<file path="src/design/mdstep_pkg.sv">
`timescale 1ns / 1ps
package mdstep_pkg;

  localparam int SIG_W     = 48;
  localparam int GAIN_W    = 20;
  localparam int RATE_W    = 16;
  localparam int CFG_W     = 20;
  localparam int CFG_IDX_W = 3;
  localparam int SHIFT_W   = 5;
  localparam int GAIN_FRAC = 16;

  // register indexes
  localparam logic [CFG_IDX_W-1:0] CFG_FB_FIRST  = 3'd0;
  localparam logic [CFG_IDX_W-1:0] CFG_FB_SECOND = 3'd1;
  localparam logic [CFG_IDX_W-1:0] CFG_FB_THIRD  = 3'd2;
  localparam logic [CFG_IDX_W-1:0] CFG_OUT_GAIN  = 3'd3;
  localparam logic [CFG_IDX_W-1:0] CFG_RG_FIRST  = 3'd4;
  localparam logic [CFG_IDX_W-1:0] CFG_RG_SECOND = 3'd5;
  localparam logic [CFG_IDX_W-1:0] CFG_RG_THIRD  = 3'd6;
  localparam logic [CFG_IDX_W-1:0] CFG_STEP_RATE = 3'd7;

  // Q4.16 adaptation coefficients, 0.4 and 0.005
  localparam logic [GAIN_W-1:0] COEF_LIN = 20'd26214;
  localparam logic [GAIN_W-1:0] COEF_SQ  = 20'd328;

  localparam logic signed [SIG_W-1:0] SIG_MAX = {1'b0, {(SIG_W-1){1'b1}}};
  localparam logic signed [SIG_W-1:0] SIG_MIN = {1'b1, {(SIG_W-1){1'b0}}};

  typedef logic signed [SIG_W-1:0] sig_t;

  typedef enum logic [3:0] {
    ST_IDLE, ST_LOAD, ST_LSQ, ST_LIN, ST_SQ, ST_DRIVE, ST_G3, ST_G1,
    ST_R1, ST_G2, ST_R2, ST_R3, ST_GK, ST_SPD, ST_ACC
  } state_e;

  typedef struct packed {
    logic               start;
    sig_t               a;
    sig_t               b;
    logic [SHIFT_W-1:0] shift;
  } mul_req_t;

  function automatic sig_t sat_add(sig_t a, sig_t b);
    logic signed [SIG_W:0] s;
    s = {a[SIG_W-1], a} + {b[SIG_W-1], b};
    if (s[SIG_W] != s[SIG_W-1]) return s[SIG_W] ? SIG_MIN : SIG_MAX;
    return s[SIG_W-1:0];
  endfunction

  function automatic sig_t sat_sub(sig_t a, sig_t b);
    logic signed [SIG_W:0] s;
    s = {a[SIG_W-1], a} - {b[SIG_W-1], b};
    if (s[SIG_W] != s[SIG_W-1]) return s[SIG_W] ? SIG_MIN : SIG_MAX;
    return s[SIG_W-1:0];
  endfunction

endpackage

</file>
<file path="src/design/mdstep_mul.sv">
`timescale 1ns / 1ps
// Sign-magnitude multiplier, 48x16 partial product per cycle, then round,
// shift and saturate.
module mdstep_mul (
  input  logic                clk_i,
  input  logic                rst_ni,
  input  mdstep_pkg::mul_req_t req_i,
  output logic                done_o,
  output mdstep_pkg::sig_t    res_o
);

  localparam int SW = mdstep_pkg::SIG_W;
  localparam int PW = 2 * SW;

  logic                            busy_q, busy_d;
  logic [1:0]                      cnt_q, cnt_d;
  logic [SW-1:0]                   ma_q, ma_d, mb_q, mb_d;
  logic                            neg_q, neg_d;
  logic [mdstep_pkg::SHIFT_W-1:0]  sh_q, sh_d;
  logic [PW-1:0]                   acc_q, acc_d;
  logic                            done_q, done_d;
  mdstep_pkg::sig_t                res_q, res_d;

  logic [15:0]   chunk;
  logic [63:0]   part;
  logic [PW-1:0] half, rnd, shf;
  logic [SW-1:0] limit, mag;

  always_comb begin
    chunk = 16'(mb_q >> {cnt_q, 4'b0000});
    part  = ma_q * chunk;
    half  = (sh_q == '0) ? '0 : (PW'(1) << (sh_q - 1'b1));
    rnd   = acc_q + half;
    shf   = rnd >> sh_q;
    limit = neg_q ? {1'b1, {(SW-1){1'b0}}} : {1'b0, {(SW-1){1'b1}}};
    mag   = (shf > PW'(limit)) ? limit : shf[SW-1:0];

    busy_d = busy_q;
    cnt_d  = cnt_q;
    ma_d   = ma_q;
    mb_d   = mb_q;
    neg_d  = neg_q;
    sh_d   = sh_q;
    acc_d  = acc_q;
    done_d = 1'b0;
    res_d  = res_q;
    if (req_i.start) begin
      busy_d = 1'b1;
      cnt_d  = '0;
      ma_d   = req_i.a[SW-1] ? SW'(-req_i.a) : SW'(req_i.a);
      mb_d   = req_i.b[SW-1] ? SW'(-req_i.b) : SW'(req_i.b);
      neg_d  = req_i.a[SW-1] ^ req_i.b[SW-1];
      sh_d   = req_i.shift;
      acc_d  = '0;
    end else if (busy_q) begin
      if (cnt_q != 2'd3) begin
        acc_d = acc_q + (PW'(part) << {cnt_q, 4'b0000});
        cnt_d = cnt_q + 2'd1;
      end else begin
        busy_d = 1'b0;
        done_d = 1'b1;
        res_d  = neg_q ? -$signed(mag) : $signed(mag);
      end
    end
  end

  always_ff @(posedge clk_i or negedge rst_ni) begin
    if (!rst_ni) begin
      busy_q <= 1'b0;
      cnt_q  <= '0;
      done_q <= 1'b0;
    end else begin
      busy_q <= busy_d;
      cnt_q  <= cnt_d;
      done_q <= done_d;
    end
  end

  always_ff @(posedge clk_i) begin
    ma_q  <= ma_d;
    mb_q  <= mb_d;
    neg_q <= neg_d;
    sh_q  <= sh_d;
    acc_q <= acc_d;
    res_q <= res_d;
  end

  assign done_o = done_q;
  assign res_o  = res_q;

endmodule
</file>
<file path="config.mk">
export PLATFORM = sky130hd
export DESIGN_NAME = mdstep_mul
export DESIGN_NICKNAME = d
export VERILOG_FILES = /design/src/design/mdstep_pkg.sv /design/src/design/mdstep_mul.sv
export SDC_FILE = /design/constraint.sdc
export NUM_CORES = 2
export LEC_CHECK = 0
export BUFFER_PORTS_ARGS = -buffer_cell sky130_fd_sc_hd__buf_4
export CAP_MARGIN = 0
export CORE_MARGIN = 3
export CORE_UTILIZATION = 45
export CTS_BUF_LIST = sky130_fd_sc_hd__clkbuf_4 sky130_fd_sc_hd__clkbuf_8
export DETAILED_ROUTE_END_ITERATION = 10
export SYNTH_ARGS = -nofsm -noshare
export SYNTH_HDL_FRONTEND = slang
export SYNTH_SLANG_ARGS = --single-unit
</file>
<file path="constraint.sdc">
create_clock -name clk_i -period 38.6 [get_ports clk_i]
set_input_delay 9.65 -clock clk_i [delete_from_list [all_inputs] [get_ports clk_i]]
set_output_delay 9.65 -clock clk_i [all_outputs]
set_load 0.1 [all_outputs]
</file>
==> out/summary.txt <==
Post-Syn Area per Cell: 7.994 µm²
syn nets: 7779
clk_lat worst skew: 770 ps
number of DRC markers in iteration 0: 4083
Yosys cell types: 115
Post-CTS Setup Inserts: 0
most common cell in the netlist: nand2_1
YS warnings: 0
drt wl/cell: 21.76 µm
worst slack, placed: 24250 ps
Final Routed Wirelength: 177600 µm
max-cap violations: 0
Die W: 351.4 µm
outcome: finished, final reports clean
Worst Setup Slack, final: 24110 ps
Post-CTS Hold Fix Bufs: 0
Slowest Stage Delay on Critical Path: 920 ps
drt first pass iters: 6
sequential area share after synthesis: 12.16%
WHS: 487.5 ps
flop2flop setup slack: 24110 ps
CTS Root Cell: clkbuf_8
flops & latches, synth: 250
top cells by count, synth: 1017 x nand2_1, 813 x inv_1, 644 x fa_1
Critical Path RT: 39230 ps
Post-synth EDFFs: 150
Met2 Wirelength: 81280 µm
Post-synth ARST share: 1.600%
Die Y: 351.4 µm
drt drc: 0
Tot GR Track Use: 28.65%
Syn-to-layout area delta: 6.111%
top post-synthesis cells by area: fa_1 24%, edfxtp_1 8.4%, ha_1 7.3%
Routed Antenna Nets: 0
Worst Setup End Kind: flip-flop
unrepaired setup endpoints after global routing: false
GPL Wtd Cong: 0.9566
Row Count: 126
via count: 48550
Clock Tree Buf Depth: 3
endpoints failing setup: 0
clock sink count: 250
Post-CTS Resized: 0
max-slew violations: 0
fin crit period: 14490 ps
IO Count: 153
DP HPWL: 138800 µm
DR top layer: met4
type of the worst setup path: reg -> reg
Initial Util: 45.41%
share of layout cells above drive strength 1: 7.217%
leading area contributor after synthesis: fa_1
clock slew at reported path FFs: 70 ps
IO buf count: 152
crit path launch type: flip-flop
crit path DAT: 15120 ps
Syn Inst Count: 6716
Slew HR: 19.76%
initial antenna violation count: 1
first-pass GRT wire length: 279500 µm
Met1 Wirelength: 76680 µm
cts bufs inserted: 50
period utilization: 37.54%
Final #Nets: 7647
CTS tree: built
CTS H-tree depth: 2
Setup TNS: 0 ps
Die Area: 0.1235 mm²
maximum number of pins on one net before global-route repair: 86
Fmax: 69.01 MHz
crit path max fanout: 48
slew at the pin closest to its max-slew limit: 1193 ps
dominant synthesized flop cell: edfxtp_1
Slowest-stage cell, CP: o41ai_1
final hold violation count: 0
worst hold path class: reg -> reg
Vias/cell: 5.950
met3 WL: 12710 µm
Core Box Area: 0.1182 mm²
Yosys top cell area share: 24.01%
Mapped Area: 0.05369 mm²
vias in the first global route: 48240
clock skew: 69.73 ps
GR Overflow Total: 0
## cell families (layout without fill, tap and decap cells)
group                    Yosys count  in the layout  synth area share, %
buffers and inverters           1217           1124                8.625
XOR/XNOR                         318            318                5.244
flip-flops                       250            250                12.16
other                              1              2             0.006985
AO/OA/AOI/OAI                   1458           1458                18.03
multiplexers                     166            166                3.745
adder cells (fa/ha/maj)          959            959                31.35
AND/OR/NAND/NOR                 2347           2347                20.83
## cell type report
cell class	count	area (µm²)
fill	11800	61270
multi-input combinational	5249	42730
clock inverter	25	259.0
inverter	817	3067
timing repair buffer	216	1628
antenna	1	2.502
tap	1536	1922
clock buffer	66	827.0
sequential	250	6531
## state kept, by name, summed over array words and instances (netlist names)
register,flops
ma_q,48
done_o,1
sh_q,5
res_o,48
neg_q,1
mb_q,48
busy_q,1
acc_q,96
cnt_q,2
## critical path: cells and delay by family (launching register included)
kind                       cells  cell delay, ps
AOI/OAI and AO/OA             26            6780
xor gates and xnor gates       2             380
adders and majority gates      8            3810
buffers and inverters         10            1630
and+or+nand+nor                4             590
DFF                            1             770
muxes                          2             360
## path summary, 6_finish.rpt
check	start	end	depth (start not counted)
setup / recovery	cnt_q[1]	acc_q[94]	52
hold / removal	acc_q[0]	acc_q[0]	2
setup reg to reg	cnt_q[1]	acc_q[94]	52
hold reg to reg	acc_q[0]	acc_q[0]	2
max in group asynchronous	rst_ni	cnt_q[0]	1
min in group asynchronous	rst_ni	cnt_q[1]	1
## per-stage QoR
step	instances	cell area [µm²]	util [%]
2_1_floorplan	6716	53690	-
3_3_place_gp	8068	55880	47.26
3_5_place_dp	8068	55880	47.26
4_1_cts	8159	56970	48.18
5_1_grt	8160	56970	48.18
6_report	8160	56970	48.18
## cell usage in the layout, fill, tap and decap left out, drive strengths merged, types with 117 or more instances in the layout
cell type and count:
nor2 334, ha 315, nand2 1018, edfxtp 150
o21ai 276, fa 644, and2 297, a21o 143
buf 215, nand3 136, xnor2 241, inv 819
nor3 117, a21oi 394
## layer usage
metal | vias up | track usage (%)
met4 | 0 | 10.04
met2 | 1800 | 46.59
met3 | 364 | 4.006
li1 | 22470 | -
met5 | - | 0
met1 | 23910 | 39.10
Power is not shown: default switching activity piles up to over one toggle a cycle in this logic, so the estimate is an artifact.
