File: src/design/mdstep_ram.sv
`timescale 1ns / 1ps
module mdstep_ram #(
  parameter int WIDTH = 8,
  parameter int DEPTH = 16,
  localparam int AW = (DEPTH > 1) ? $clog2(DEPTH) : 1
) (
  input  logic             clk_i,
  input  logic             we_i,
  input  logic [AW-1:0]    waddr_i,
  input  logic [WIDTH-1:0] wdata_i,
  input  logic             re_i,
  input  logic [AW-1:0]    raddr_i,
  output logic [WIDTH-1:0] rdata_o
);

  logic [WIDTH-1:0] mem [DEPTH];

  always_ff @(posedge clk_i) begin
    if (we_i) begin
      mem[waddr_i] <= wdata_i;
    end
    if (re_i) begin
      rdata_o <= mem[raddr_i];
    end
  end

endmodule

File: config.mk
export PLATFORM = sky130hd
export DESIGN_NAME = mdstep_ram
export DESIGN_NICKNAME = d
export VERILOG_FILES = /design/src/design/mdstep_ram.sv
export SDC_FILE = /design/constraint.sdc
export NUM_CORES = 1
export LEC_CHECK = 0
export BUFFER_PORTS_ARGS = -buffer_cell sky130_fd_sc_hd__clkbuf_2
export CORE_ASPECT_RATIO = 0.75
export CORE_UTILIZATION = 40
export CTS_BUF_LIST = sky130_fd_sc_hd__clkbuf_16
export DETAILED_ROUTE_END_ITERATION = 8
export MAX_ROUTING_LAYER = met4
export PLACE_DENSITY = 0.6
export RECOVER_POWER = 25
export SLEW_MARGIN = 0
export SYNTH_ARGS = -nofsm -noshare
export SYNTH_HDL_FRONTEND = slang
export SYNTH_SLANG_ARGS = --single-unit
File: constraint.sdc
create_clock -name clk_i -period 3.77 [get_ports clk_i]
set_clock_uncertainty 0.05 [all_clocks]
set_input_delay 0.754 -clock clk_i [delete_from_list [all_inputs] [get_ports clk_i]]
set_output_delay 0.754 -clock clk_i [all_outputs]
set_load 0.05 [all_outputs]
==> results of run 1 <==
[cell families after synthesis]
group | after synthesis | share of synthesized area [%]
flops | 136 | 78.1
simple gates | 35 | 3.14
mux | 32 | 14.8
buf+inv | 10 | 1.65
compound gates | 16 | 2.30
[sequential cells by signal, indices dropped and copies added, names as in the netlist]
signal / cells
rdata_o: 8
mem: 128
[critical path: stages]
cell and delay (ns):
clkbuf_2 0.37, buf_12 0.27, mux4_1 0.60, a22oi_1 0.24, nand2_1 0.08
[final cells by class]
class                      instances  area, um^2  area share [%]
sequential                       136        4080            66.6
clock buffer                      17         425            6.93
timing repair buffer              31         173            2.81
clock inverter                    14         189            3.08
tap                              166         208            3.38
multi-input combinational         83        1060            17.2
[where the power goes]
part / internal [mW] / switching, mW
sequential: 1.71 / 0.0108
clock: 1.15 / 0.572
combinational: 0.0604 / 0.109
[worst paths after layout]
path,depth (start not counted),slack [ns],to
max,5,1.53,rdata_o[5]
min,3,0.70,rdata_o[3]
max reg2reg,3,2.24,rdata_o[5]
min reg2reg,3,0.70,rdata_o[3]
[cells in the mapped netlist]
| master | number | share of area (%) |
|---|---|---|
| nand2b_1 | 2 | 0.24 |
| edfxtp_1 | 136 | 78 |
| a22oi_1 | 16 | 2.3 |
| nand3_1 | 1 | 0.096 |
| buf_2 | 3 | 0.29 |
| mux4_2 | 18 | 7.8 |
| nand3b_1 | 2 | 0.29 |
| buf_6 | 3 | 0.65 |
| nor2b_1 | 1 | 0.12 |
| and2_1 | 1 | 0.12 |
| or3b_2 | 1 | 0.17 |
| buf_4 | 1 | 0.14 |
| nor3_1 | 4 | 0.38 |
| nand2_1 | 9 | 0.65 |
| mux4_1 | 14 | 7.0 |
| and2b_1 | 1 | 0.14 |
| nor2_1 | 13 | 0.93 |
| clkdlybuf4s25_2 | 3 | 0.57 |
[metal layers]
metal | vias up | track usage [%] | routed length, um
met4 | 0 | 6.47 | 83
li1 | 1065 | - | -
met3 | 8 | 4.22 | 638
met1 | 1288 | 23.1 | 4710
met5 | - | - | 0
met2 | 70 | 23.6 | 4450
[metrics by stage]
step           power (mW)  util, %  hold slack (ns)  area, um^2
2_1_floorplan        1.85        -            0.655        5230
3_3_place_gp         1.91     44.1            0.675        5530
3_5_place_dp         1.92     44.1            0.683        5530
4_1_cts              3.64     49.1            0.696        6140
5_1_grt              3.71     49.0            0.717        6140
6_report             3.61     49.0            0.697        6140
[placed cells by master, fill, tap and decap left out]
cell type,netlist,layout
edfxtp_1,136,136
clkbuf_2,0,20
mux4_2,18,18
clkbuf_16,0,17
a22oi_1,16,16
mux4_1,14,14
nor2_1,13,13
nand2_1,9,9
clkbuf_1,0,6
bufinv_16,0,5
nor3_1,4,4
clkinv_2,0,4
buf_4,1,4
clkinv_1,0,3
nand3b_1,2,2
nand2b_1,2,2
inv_1,0,2
nor2b_1,1,1
and2_1,1,1
and2b_1,1,1
nand3_1,1,1
or3b_2,1,1
buf_12,0,1
==> impl_metrics.json, run 1 <==
{
  "drt_iter0_drc": 132,
  "reg2reg_from": "mem[3][5]",
  "place_congestion": 0.702,
  "routed-via-count": 2431,
  "viasPerCell": 5.44,
  "cts_max_level": 4,
  "startpoint_type": "primary input",
  "routed_wirelength_um": 9890,
  "pwr_density_cell_nw_per_um2": 588,
  "cts_resized": 0,
  "post-place-cells": 416,
  "cap_violations": 0,
  "required_ns": 3.87,
  "wire_per_inst_um": 22.1,
  "clockRootBuffer": "clkbuf_16",
  "synth_seq_cells": 136,
  "die_h_um": 101,
  "cts_tree": "done",
  "tightest_slew_ns": 0.941,
  "crit_type": "in -> reg",
  "syn_avg_cell_area_um2": 22.8,
  "ir_drop_mv": 0.351,
  "setup_viol": 0,
  "drv_slew": 0,
  "synthesis.nets": 248,
  "synthesis.area_um2": 5230,
  "fin_nets": 288,
  "final.min_clock_period_ns": 2.24,
  "hold_viol": 0,
  "hp-class": "reg -> reg",
  "finalSetupTns_ns": 0,
  "rsz0062_at_grt": "no",
  "leakagePower_nw": 2.04,
  "hp-start": "mem[13][3]",
  "io_pins": 27,
  "grt_pass1_wl_um": 15100,
  "slew_headroom_pct": 37.1,
  "die_w_um": 134,
  "yosys.cell_types.count": 18,
  "grt_max_degree": 33,
  "clk_latency_ns": 0.40,
  "initial_core_util_pct": 41.7,
  "syn_to_final_growth_pct": 17.4,
  "antenna_found_initial": 0,
  "yosys_warnings": 0,
  "fmax_mhz": 447,
  "cts_setup_buffers": 0,
  "clockBufferDepth": 2,
  "dp_worst_setup_slack_ns": 1.08,
  "drc": 0,
  "status": "completed",
  "grt_usage_pct": 16.6,
  "fillCellCount": 1027,
  "insertedDiodeCount": 0,
  "postRouteAntennaNets": 0,
  "port_buffers": 26,
  "place_hpwl_um": 6440,
  "clock_sinks": 136,
  "path_clk_slew_ns": 0.05,
  "core_um2": 12500,
  "cts_made_buffers": 17,
  "fin_cells": 447,
  "gr-total-overflow": 0,
  "startpoint": "raddr_i[0]",
  "synthCells": 229,
  "grt_pass1_vias": 2504,
  "crit_fanout": 20,
  "drt_first_pass_iters": 4,
  "rows": 35,
  "dieArea_um2": 13500,
  "layout_setup_ws_ns": 1.53,
  "fin_crit_sh_pct": 59.3,
  "worst_setup_path_end_kind": "register",
  "drive_gt1_share_pct": 24.9,
  "ys_seq_area_share_pct": 78.1,
  "cp.arrival_ns": 2.34,
  "ctsHoldBuffers": 0
}
Power figures use the tool's default switching activity.
==> inputs of run 2 (changes only) <==
--- a/config.mk
+++ b/config.mk
@@ -11,7 +11,7 @@
 export CTS_BUF_LIST = sky130_fd_sc_hd__clkbuf_16
 export DETAILED_ROUTE_END_ITERATION = 8
 export MAX_ROUTING_LAYER = met4
-export PLACE_DENSITY = 0.6
+export PLACE_DENSITY = 0.62
 export RECOVER_POWER = 25
 export SLEW_MARGIN = 0
 export SYNTH_ARGS = -nofsm -noshare
==> constraint.sdc (replaced) <==
create_clock -name clk_i -period 1.8 [get_ports clk_i]
set_clock_uncertainty 0.05 [all_clocks]
set_input_delay 0.36 -clock clk_i [delete_from_list [all_inputs] [get_ports clk_i]]
set_output_delay 0.36 -clock clk_i [all_outputs]
set_load 0.05 [all_outputs]
==> impl_metrics.json, run 2 (same netlist as run 1, synthesis figures left out) <==
{
  "status": "completed",
  "largest_reg_flops": 128,
  "cts_made_buffers": 17,
  "combPwrFrac_pct": 5.1,
  "port_buffers": 26,
  "p_sw_mw": 1.54,
  "wire_per_inst_um": 22.5,
  "drv_slew": 0,
  "reg2reg_depth": 3,
  "cts_resized": 0,
  "die_w_um": 134,
  "p_seq_share_pct": 47.5,
  "fin_nets": 305,
  "swShare_pct": 20.4,
  "cap_violations": 0,
  "pwr_density_cell_nw_per_um2": 1200,
  "drt_iter0_drc": 258,
  "grt_pass1_wl_um": 16000,
  "dp_worst_setup_slack_ns": -0.246,
  "internal_power_mw": 6.01,
  "grt_pass1_vias": 2600,
  "crit_type": "reg -> reg",
  "insertedDiodeCount": 0,
  "finalSetupTns_ns": 0,
  "final_util_pct": 50.3,
  "drive_gt1_share_pct": 31.5,
  "required_ns": 1.90,
  "setup_viol": 0,
  "layout_setup_ws_ns": 0.162,
  "postRouteAntennaNets": 0,
  "grt_usage_pct": 17.8,
  "max_stage_delay_ns": 0.57,
  "drt_first_pass_iters": 5,
  "clockRootBuffer": "clkbuf_16",
  "mostFrequentLayoutCells": "edfxtp_1, clkbuf_2, mux4_2, buf_4, clkbuf_16",
  "endpoint": "rdata_o[0]",
  "startpoint_type": "register",
  "antenna_found_initial": 0,
  "final_common_cell": "edfxtp_1",
  "rsz0062_at_grt": "no",
  "die_h_um": 101,
  "routed-via-count": 2527,
  "path_clk_slew_ns": 0.06,
  "reg2reg_slack_ns": 0.16,
  "cp.arrival_ns": 1.74,
  "io_pins": 27,
  "startpoint": "mem[5][0]",
  "ir_drop_mv": 0.895,
  "cpMaxStageDelayCell": "mux4_1",
  "leakagePower_nw": 2.13,
  "final.min_clock_period_ns": 1.64,
  "routed_wirelength_um": 10400,
  "worst_setup_path_end_kind": "register",
  "hold_viol": 0,
  "core_um2": 12500,
  "place_hpwl_um": 6690,
  "fin_crit_sh_pct": 91.0,
  "ctsHoldBuffers": 0,
  "crit_fanout": 1,
  "regMostFlops": "mem",
  "grt_max_degree": 19,
  "syn_to_final_growth_pct": 20.5,
  "rows": 35,
  "cp_num_buf_inv": 0,
  "cp_num_cells": 3,
  "fmax_mhz": 610,
  "gr-total-overflow": 0,
  "dieArea_um2": 13500,
  "reg2reg_from": "mem[5][0]",
  "viasPerCell": 5.45,
  "place_congestion": 0.767,
  "multi_input_area_um2": 1060,
  "clk_latency_ns": 0.42,
  "cts_max_level": 4,
  "initial_core_util_pct": 41.7,
  "fillCellCount": 1032,
  "top_regs": "mem (128), rdata_o (8)",
  "hp-class": "in -> reg",
  "clock_sinks": 136,
  "power_frac_clock_pct": 47.3,
  "whs_path_depth": 1,
  "drc": 0,
  "tightest_slew_ns": 0.751,
  "ff_latch_area_um2": 4080,
  "cpLargestDelayFamily": "multiplexers",
  "worstPathCellList": "mux4_1 -> a22oi_1 -> nand2_1",
  "reg2reg_to": "rdata_o[0]",
  "cts_setup_buffers": 0,
  "slew_headroom_pct": 49.8,
  "clockBufferDepth": 2,
  "cts_tree": "done"
}
[run 2: worst reg2reg max path, cell delays in order (launching register included)]
cell      delay, ns
edfxtp_1       0.36
mux4_1         0.57
a22oi_1        0.25
nand2_1        0.15
[run 2: power groups by stage]
stage	clock, mW	combinational, mW	sequential, mW
after floorplan	0	0.180	3.70
after global placement	0	0.386	3.65
after detailed placement	0	0.395	3.66
after CTS	3.61	0.396	3.59
after global routing	3.75	0.419	3.60
final	3.57	0.387	3.59
[run 2: how the worst min path moves through the flow]
stage / from / endpoint / slack, ns
3_3_place_gp: mem[4][1] / rdata_o[1] / 0.69
3_5_place_dp: mem[12][6] / rdata_o[6] / 0.70
4_1_cts: re_i / rdata_o[7] / 0.32
5_1_grt: re_i / rdata_o[7] / 0.32
6_report: re_i / rdata_o[7] / 0.32
2_1_floorplan: wdata_i[0] / mem[0][0] / 0.41
[run 2: area by class of cell]
class | instances | share of cell area (%)
Sequential cell | 136 | 64.8
Multi-Input combinational cell | 83 | 16.9
Clock buffer | 17 | 6.75
Timing Repair Buffer | 48 | 5.38
Clock inverter | 14 | 2.90
Tap cell | 166 | 3.30
[run 2: per-layer routing]
layer | global-route usage, % | vias to the layer above | routed length [um]
met3 | 4.32 | 18 | 837
met2 | 24.1 | 108 | 4520
met4 | 6.29 | 0 | 161
met5 | - | - | 0
met1 | 25.9 | 1305 | 4910
li1 | - | 1096 | -
[run 2: through the flow]
stage	total power, mW	area [um^2]	hold slack, ns	instances
final	7.55	6300	0.323	464
after global routing	7.77	6300	0.320	464
after CTS	7.59	6310	0.318	464
after detailed placement	4.05	5700	0.697	433
after global placement	4.04	5700	0.688	433
after floorplan	3.88	5230	0.409	229
==> inputs of run 3 (changes only) <==
--- a/config.mk
+++ b/config.mk
@@ -13,6 +13,7 @@
 export MAX_ROUTING_LAYER = met4
 export PLACE_DENSITY = 0.62
 export RECOVER_POWER = 25
+export REMOVE_ABC_BUFFERS = 1
 export SLEW_MARGIN = 0
 export SYNTH_ARGS = -nofsm -noshare
 export SYNTH_HDL_FRONTEND = slang
==> impl_metrics.json, run 3 (same netlist as run 1, synthesis figures left out) <==
{
  "status": "completed",
  "final_common_cell": "edfxtp_1",
  "io_pins": 27,
  "tightest_slew_ns": 0.826,
  "initial_core_util_pct": 41.7,
  "grt_pass1_vias": 2469,
  "cts_resized": 0,
  "ff_latch_area_um2": 4080,
  "fillCellCount": 1025,
  "post-place-cells": 436,
  "worst_setup_path_end_kind": "register",
  "final_util_pct": 50.2,
  "drc": 0,
  "cp.arrival_ns": 1.63,
  "die_h_um": 101,
  "grt_max_degree": 24,
  "die_w_um": 134,
  "cts_made_buffers": 17,
  "required_ns": 1.90,
  "routed-via-count": 2444,
  "fin_cells": 468,
  "fmax_mhz": 655,
  "drive_gt1_share_pct": 30.1,
  "path_clk_slew_ns": 0.06,
  "final.min_clock_period_ns": 1.53,
  "setup_viol": 0,
  "layout_setup_ws_ns": 0.274,
  "fin_nets": 308,
  "drt_first_pass_iters": 4,
  "multi_input_area_um2": 1060,
  "hold_viol": 0,
  "grt_usage_pct": 16.5,
  "drv_slew": 0,
  "clock_sinks": 136,
  "startpoint_type": "primary input",
  "insertedDiodeCount": 0,
  "top_regs": "mem (128), rdata_o (8)",
  "place_congestion": 0.687,
  "grt_pass1_wl_um": 14600,
  "clockRootBuffer": "clkbuf_16",
  "crit_type": "in -> reg",
  "leakagePower_nw": 2.11,
  "ir_drop_mv": 0.799,
  "rows": 35,
  "drt_iter0_drc": 154,
  "core_um2": 12500,
  "regMostFlops": "mem",
  "place_hpwl_um": 6270,
  "dp_worst_setup_slack_ns": -0.142,
  "fin_crit_sh_pct": 84.8,
  "rsz0062_at_grt": "no",
  "wire_per_inst_um": 20.8,
  "cap_violations": 0,
  "mostFrequentLayoutCells": "edfxtp_1, buf_4, clkbuf_2",
  "cts_tree": "done",
  "cts_setup_buffers": 0,
  "gr-total-overflow": 0,
  "ctsHoldBuffers": 0,
  "clk_latency_ns": 0.41,
  "cts_max_level": 4,
  "postRouteAntennaNets": 0,
  "dieArea_um2": 13500,
  "viasPerCell": 5.22,
  "pwr_density_cell_nw_per_um2": 1170,
  "port_buffers": 26,
  "antenna_found_initial": 0,
  "routed_wirelength_um": 9730,
  "crit_fanout": 23,
  "hp-class": "in -> reg",
  "largest_reg_flops": 128,
  "clockBufferDepth": 2,
  "syn_to_final_growth_pct": 20.2,
  "slew_headroom_pct": 44.8,
  "finalSetupTns_ns": 0
}
## run 3: layer usage
layer	part of all wire [%]	vias to the layer above	track usage, %
li1	-	1110	-
met1	47	1251	22.6
met2	45	70	23.0
met3	6.6	13	4.63
met4	1.4	0	7.34
met5	0	-	-
## run 3: final cells by class
class	count	share of cell area, %
Clock buffer	17	6.77
Clock inverter	15	2.55
Multi-Input combinational cell	83	16.8
Sequential cell	136	65.0
Tap cell	166	3.31
Timing Repair Buffer	51	5.54
## run 3: where the power goes
part / switching [mW] / leakage (nW) / total (mW) / internal [mW]
clock: 1.24 / 0.268 / 3.38 / 2.15
sequential: 0.0176 / 1.24 / 3.59 / 3.57
combinational: 0.232 / 0.604 / 0.379 / 0.148
total: 1.49 / 2.11 / 7.35 / 5.86
## run 3: critical path, cell delays in order
cell and delay (ns):
clkbuf_2 0.11, buf_12 0.20, buf_4 0.15, mux4_2 0.48
a22oi_1 0.22, nand2_1 0.08
## run 3: stage by stage
stage | power, mW | instance area, um^2 | hold slack [ns]
floorplan | 3.84 | 5140 | 0.409
global placement | 4.03 | 5700 | 0.676
detailed placement | 4.04 | 5700 | 0.691
CTS | 7.41 | 6290 | 0.310
global route | 7.56 | 6280 | 0.333
finish | 7.35 | 6280 | 0.321
## run 3: worst paths after layout
check	startpoint	end	slack [ns]	cells past startpoint
worst min register to register	mem[4][3]	rdata_o[3]	0.70	3
worst max register to register	mem[9][5]	rdata_o[5]	0.28	3
worst max-delay path	raddr_i[0]	rdata_o[7]	0.27	6
worst min-delay path	wdata_i[4]	mem[13][4]	0.32	1
